$ cat src/hdl/mphc_pkg.sv
package mphc_pkg;

    localparam int NumBuckets     = 16;
    localparam int SlotsPerBucket = 512;
    localparam int BucketW        = $clog2(NumBuckets);
    localparam int SlotW          = $clog2(SlotsPerBucket);
    localparam int AddrW          = BucketW + SlotW;
    localparam int CountW         = SlotW + 1;
    localparam int TotalW         = 14;
    // A new key is refused when (count + 1) * 10 >= slots * 7.
    localparam int FullLimit      = SlotsPerBucket * 7;

    localparam logic [1:0] StatusOk   = 2'd0;
    localparam logic [1:0] StatusWild = 2'd1;
    localparam logic [1:0] StatusFull = 2'd2;

    localparam logic CmdInsert = 1'b0;
    localparam logic CmdLookup = 1'b1;

    typedef struct packed {
        logic        command;
        logic [31:0] value;
        logic [31:0] mask;
        logic [31:0] app_id;
        logic [7:0]  tier;
        logic [7:0]  confidence;
        logic [7:0]  grant_level;
        logic [15:0] payload_length;
    } in_item_t;

    typedef struct packed {
        logic [1:0]  status;
        logic        found;
        logic [31:0] match_app_id;
        logic [7:0]  match_tier;
        logic [7:0]  match_confidence;
        logic [7:0]  match_grant_level;
        logic [1:0]  match_wildcards;
        logic [TotalW-1:0] entry_total;
    } out_item_t;

    // Controller to datapath commands.
    typedef struct packed {
        logic load;         // capture the input item
        logic setup_insert; // select insert bucket, activate it
        logic set_bucket;   // clear bucket counter to start lookup scan
        logic next_bucket;  // advance lookup bucket counter
        logic hash_s1;      // hash pipeline steps
        logic hash_s2;
        logic hash_s3;
        logic hash_s4;
        logic rd;           // issue slot read
        logic advance;      // step probe index
        logic write_new;    // write new slot
        logic write_upd;    // overwrite record of existing slot
        logic take_match;   // record lookup match
        logic mark_wild;    // refuse an all-wildcard insert
        logic mark_full;    // refuse a new key in a full bucket
        logic done;         // present result
    } ctl_t;

    // Datapath to controller status.
    typedef struct packed {
        logic is_lookup;
        logic wild_refuse;
        logic short_len;
        logic bucket_ok;     // current lookup bucket worth probing
        logic last_bucket;
        logic slot_empty;
        logic slot_hit;
        logic probe_end;     // probe visited every slot
        logic bucket_full;
        logic conf_higher;
    } sts_t;

    function automatic logic [3:0] wild_index(input logic [31:0] m);
        logic [3:0] idx;
        idx = 4'd0;
        for (int i = 0; i < 4; i++) begin
            idx[i] = (m[31-8*i -: 8] == 8'd0);
        end
        return idx;
    endfunction

    function automatic logic [1:0] popcount4(input logic [3:0] v);
        return 2'({1'b0, v[0]} + {1'b0, v[1]} + {1'b0, v[2]} + {1'b0, v[3]});
    endfunction

endpackage

$ cat src/hdl/mphc_ctrl.sv
module mphc_ctrl
(
    input  logic           clk,
    input  logic           rst_n,
    input  logic           start,
    output logic           busy,
    input  mphc_pkg::sts_t sts,
    output mphc_pkg::ctl_t ctl
);

    typedef enum logic [11:0] {
        ST_IDLE   = 12'b000000000001,
        ST_DEC    = 12'b000000000010,
        ST_SCAN   = 12'b000000000100,
        ST_H1     = 12'b000000001000,
        ST_H2     = 12'b000000010000,
        ST_H3     = 12'b000000100000,
        ST_H4     = 12'b000001000000,
        ST_RD     = 12'b000010000000,
        ST_CHK    = 12'b000100000000,
        ST_NEXTB  = 12'b001000000000,
        ST_DONE   = 12'b010000000000,
        ST_WAIT   = 12'b100000000000
    } state_t;

    state_t state_reg, state_next;

    always_ff @(posedge clk or negedge rst_n)
    begin
        if (!rst_n)
        begin
            state_reg <= ST_IDLE;
        end
        else
        begin
            state_reg <= state_next;
        end
    end

    assign busy = (state_reg != ST_IDLE);

    always_comb
    begin
        state_next = state_reg;
        ctl = '0;
        case (state_reg)
            ST_IDLE:
            begin
                if (start)
                begin
                    ctl.load = 1'b1;
                    state_next = ST_DEC;
                end
            end
            ST_DEC:
            begin
                if (sts.is_lookup)
                begin
                    ctl.set_bucket = 1'b1;
                    state_next = sts.short_len ? ST_DONE : ST_SCAN;
                end
                else if (sts.wild_refuse)
                begin
                    ctl.mark_wild = 1'b1;
                    state_next = ST_DONE;
                end
                else
                begin
                    ctl.setup_insert = 1'b1;
                    state_next = ST_H1;
                end
            end
            ST_SCAN:
            begin
                if (sts.bucket_ok)
                begin
                    state_next = ST_H1;
                end
                else
                begin
                    state_next = ST_NEXTB;
                end
            end
            ST_H1:
            begin
                ctl.hash_s1 = 1'b1;
                state_next = ST_H2;
            end
            ST_H2:
            begin
                ctl.hash_s2 = 1'b1;
                state_next = ST_H3;
            end
            ST_H3:
            begin
                ctl.hash_s3 = 1'b1;
                state_next = ST_H4;
            end
            ST_H4:
            begin
                ctl.hash_s4 = 1'b1;
                state_next = ST_RD;
            end
            ST_RD:
            begin
                ctl.rd = 1'b1;
                state_next = ST_CHK;
            end
            ST_CHK:
            begin
                if (sts.slot_hit)
                begin
                    if (sts.is_lookup)
                    begin
                        ctl.take_match = 1'b1;
                        state_next = ST_NEXTB;
                    end
                    else
                    begin
                        ctl.write_upd = sts.conf_higher;
                        state_next = ST_DONE;
                    end
                end
                else if (sts.slot_empty || sts.probe_end)
                begin
                    if (sts.is_lookup)
                    begin
                        state_next = ST_NEXTB;
                    end
                    else
                    begin
                        ctl.write_new = sts.slot_empty && !sts.bucket_full;
                        ctl.mark_full = !(sts.slot_empty && !sts.bucket_full);
                        state_next = ST_DONE;
                    end
                end
                else
                begin
                    ctl.advance = 1'b1;
                    state_next = ST_RD;
                end
            end
            ST_NEXTB:
            begin
                if (sts.last_bucket)
                begin
                    state_next = ST_DONE;
                end
                else
                begin
                    ctl.next_bucket = 1'b1;
                    state_next = ST_SCAN;
                end
            end
            ST_DONE:
            begin
                ctl.done = 1'b1;
                state_next = ST_WAIT;
            end
            ST_WAIT:
            begin
                state_next = ST_IDLE;
            end
            default:
            begin
                state_next = ST_IDLE;
            end
        endcase
    end

endmodule

$ cat config.mk
export PLATFORM = sky130hd
export DESIGN_NAME = mphc_ctrl
export DESIGN_NICKNAME = d
export VERILOG_FILES = /design/src/hdl/mphc_pkg.sv /design/src/hdl/mphc_ctrl.sv
export SDC_FILE = /design/constraint.sdc
export NUM_CORES = 1
export LEC_CHECK = 0
export BUFFER_PORTS_ARGS = -buffer_cell sky130_fd_sc_hd__buf_2
export CORE_AREA = 8 8 50 52
export DETAILED_ROUTE_END_ITERATION = 6
export DIE_AREA = 0 0 58 60
export PLACE_DENSITY_LB_ADDON = 0.3
export SETUP_SLACK_MARGIN = 0.5
export SYNTH_ARGS = -nofsm -noshare
export SYNTH_HDL_FRONTEND = slang
export SYNTH_SLANG_ARGS = --single-unit
$ cat constraint.sdc
create_clock -name clk -period 3.04 [get_ports clk]
set_input_delay 0.152 -clock clk [delete_from_list [all_inputs] [get_ports clk]]
set_output_delay 0.152 -clock clk [all_outputs]
set_load 0.01 [all_outputs]
==> results.py <==
metrics = {
    "run_status": {
        "status": "finished clean",
    },
    "power": {
        "pwr_density_cell_nw_per_um2": 530,
        "power_mw": 0.548,
        "p_leak_nw": 0.506,
        "ir_drop_uv": 260,
    },
    "logic_synthesis": {
        "yosysWarnings": 0,
        "netlist_area_sq_um": 837,
        "synth-main-ff-cell": "dfrtp_1",
        "synth-seq-cells": 12,
        "netlist.area_leader.share_pct": 32.9,
        "synthArstFlopShare_pct": 100,
        "avgSynthCellArea_sq_um": 9.20,
        "synth.most_common_cell": "dfrtp_1",
        "syn_inst": 91,
        "synth.largest_area_cell": "dfrtp_1",
        "ys_seq_area_share_pct": 36.0,
        "synth_edf_count": 0,
        "synth_area_leaders": "dfrtp_1, nor4b_1, nor2_1",
        "synth_common_cells": "dfrtp_1, nor2_1, inv_1, nor4b_1",
        "syn_nets": 104,
        "yosysUniqueCellTypes": 44,
    },
    "setup_path": {
        "crit_chain": "nor4_4 -> nand4_2 -> nor3_1 -> and4bb_1 -> buf_2",
        "max_stage_delay_ps": 480,
        "cp-end-kind": "output port",
        "worstReg2RegEnd": "state_reg[0]",
        "path_class": "reg2out",
        "critPathLaunchType": "flop",
        "critPathArrivalTime_ps": 2080,
        "cp_max_fo": 8,
        "r2r_cells": 6,
        "reg2reg_slack_ps": 1220,
        "crit_required_ps": 2890,
        "crit_slowest_cell": "dfrtp_1",
        "crit-reg2reg-launch": "state_reg[8]",
    },
    "clock_network": {
        "htreeDepth": 1,
        "clkTransAtPathRegs_ps": 90,
        "cts.sinks": 12,
        "ctsRootBufferMaster": "clkbuf_4",
        "cts_setup_buffers": 0,
        "clk_latency_ps": 290,
        "cts_tree": "built",
        "numCtsBuffers": 3,
        "clockBufferDepth": 2,
    },
    "route": {
        "finalWirelength_mm": 2.09,
        "routedWlPerCell_microns": 14.9,
        "via_count": 843,
        "ant_nets": 0,
        "drc": 0,
        "drtIter0Drc": 20,
        "via_per_inst": 6.02,
        "firstDrtPassIters": 4,
    },
    "die": {
        "core_area_sq_um": 1800,
        "fp.dieH_microns": 60,
        "die_area_sq_um": 3480,
        "num_io_pins": 30,
        "die_w_microns": 58,
        "start_util_pct": 46.5,
        "num_rows": 16,
    },
    "timing": {
        "fin_skew_ps": 15.2,
        "tightest_slew_ps": 446,
        "finalSetupTns_ps": 0,
        "maxSlewViolCount": 0,
        "period_share_pct": 73.4,
        "rsz0062_at_grt": "no",
        "layout_setup_ws_ps": 810,
        "finalSetupViolations": 0,
        "timing.fmax_ghz": 0.448,
        "relSlewSlack_pct": 70.0,
        "period_needed_ps": 2230,
        "hold_viol_final": 0,
    },
    "final_layout": {
        "largest_reg_flops": 12,
        "area_delta_synth_final_pct": 23.6,
        "layout-drive-gt1-share_pct": 31.1,
        "nets": 136,
        "antenna-diode-count": 0,
    },
    "global_route": {
        "globalRouteOverflowTotal": 0,
        "antenna_found_initial": 0,
        "grt_max_degree": 13,
        "grt_pass1_vias": 874,
        "grt_pass1_wl_mm": 3.60,
        "grt_usage_pct": 13.4,
    },
    "placed_design": {
        "place.gp.congestion": 0.764,
        "pre_cts_slack_ps": 1110,
        "hpwl_mm": 1.69,
        "port_buffers": 29,
    },
    "min_path": {
        "min_delay_path_depth": 2,
        "hold_start": "sts[6]",
        "hold_end": "state_reg[9]",
        "hold_path.class": "in2reg",
    },
    "flow_run": {
        "maxCapViolCount": 0,
    },
}
worst max-delay path by stage:
stage	from	to	slack (ps)	depth (start not counted)
finish	state_reg[4]	ctl[5]	810	5
global route	state_reg[4]	ctl[5]	630	5
CTS	state_reg[4]	ctl[5]	800	5
detailed placement	state_reg[4]	ctl[5]	1110	5
global placement	state_reg[4]	ctl[1]	1140	5
floorplan	state_reg[6]	ctl[1]	1270	5
critical path: cells and delay by family, from the launching register on:
kind	cells	cell delay, ps
AND/OR/NAND/NOR	4	1180
buffers and inverters	1	130
flip-flops	1	480
per-stage QoR:
stage	cells	instance area [sq um]	hold WS (ps)	util (%)
after floorplan	91	837	-144	-
after global placement	135	988	47.3	54.9
after detailed placement	135	988	43.5	54.9
after CTS	140	1030	31.1	57.4
after global routing	140	1030	40.9	57.4
final	140	1030	31.2	57.4
final cells by class:
| cell class | instances | area [sq um] |
|---|---|---|
| fillers | 167 | 767 |
| multi-input cells | 70 | 497 |
| flip-flops and latches | 12 | 302 |
| repair buffers | 30 | 155 |
| clock buffers | 4 | 36.3 |
| inverters | 6 | 22.5 |
| well taps | 18 | 22.5 |
metal layers:
layer	routed length (microns)	share of wire (%)	global-route usage, %
met1	928	44	15.5
met4	61	2.9	7.69
met2	939	45	21.2
met5	0	0	0
met3	157	7.5	4.52
power breakdown:
| part | switching [mW] | total [mW] | internal (mW) |
|---|---|---|---|
| clock | 0.0610 | 0.134 | 0.0729 |
| combinational | 0.124 | 0.208 | 0.0845 |
| sequential | 0.0236 | 0.206 | 0.182 |
kinds of logic after synthesis:
logic type | share of synthesized area (%)
XOR/XNOR | 2.09
flip-flops | 36.0
buffers and inverters | 4.63
AO/OA/AOI/OAI | 13.0
AND/OR/NAND/NOR | 43.1
multiplexers | 1.20
what timing repair did:
item / in CTS / in global routing
gates resized for setup: 0 / 0
hold endpoints to repair: 12 / 0
hold buffers: 1 / 0
cells in the final DEF (no fill, tap or decap), drive strengths merged, types with 2 or more instances in the layout:
cell type / n
a21oi: 2
o21ai: 2
o21bai: 2
nor4b: 7
clkbuf: 4
nand3: 2
nor2b: 4
and3: 2
dfrtp: 11
buf: 29
nor4: 5
nor3: 4
inv: 6
or2: 2
nand2: 3
xor2: 2
nor2: 8
nand4: 3
and2: 3
and4: 2
Note: power is estimated with default switching activity, not from simulation.
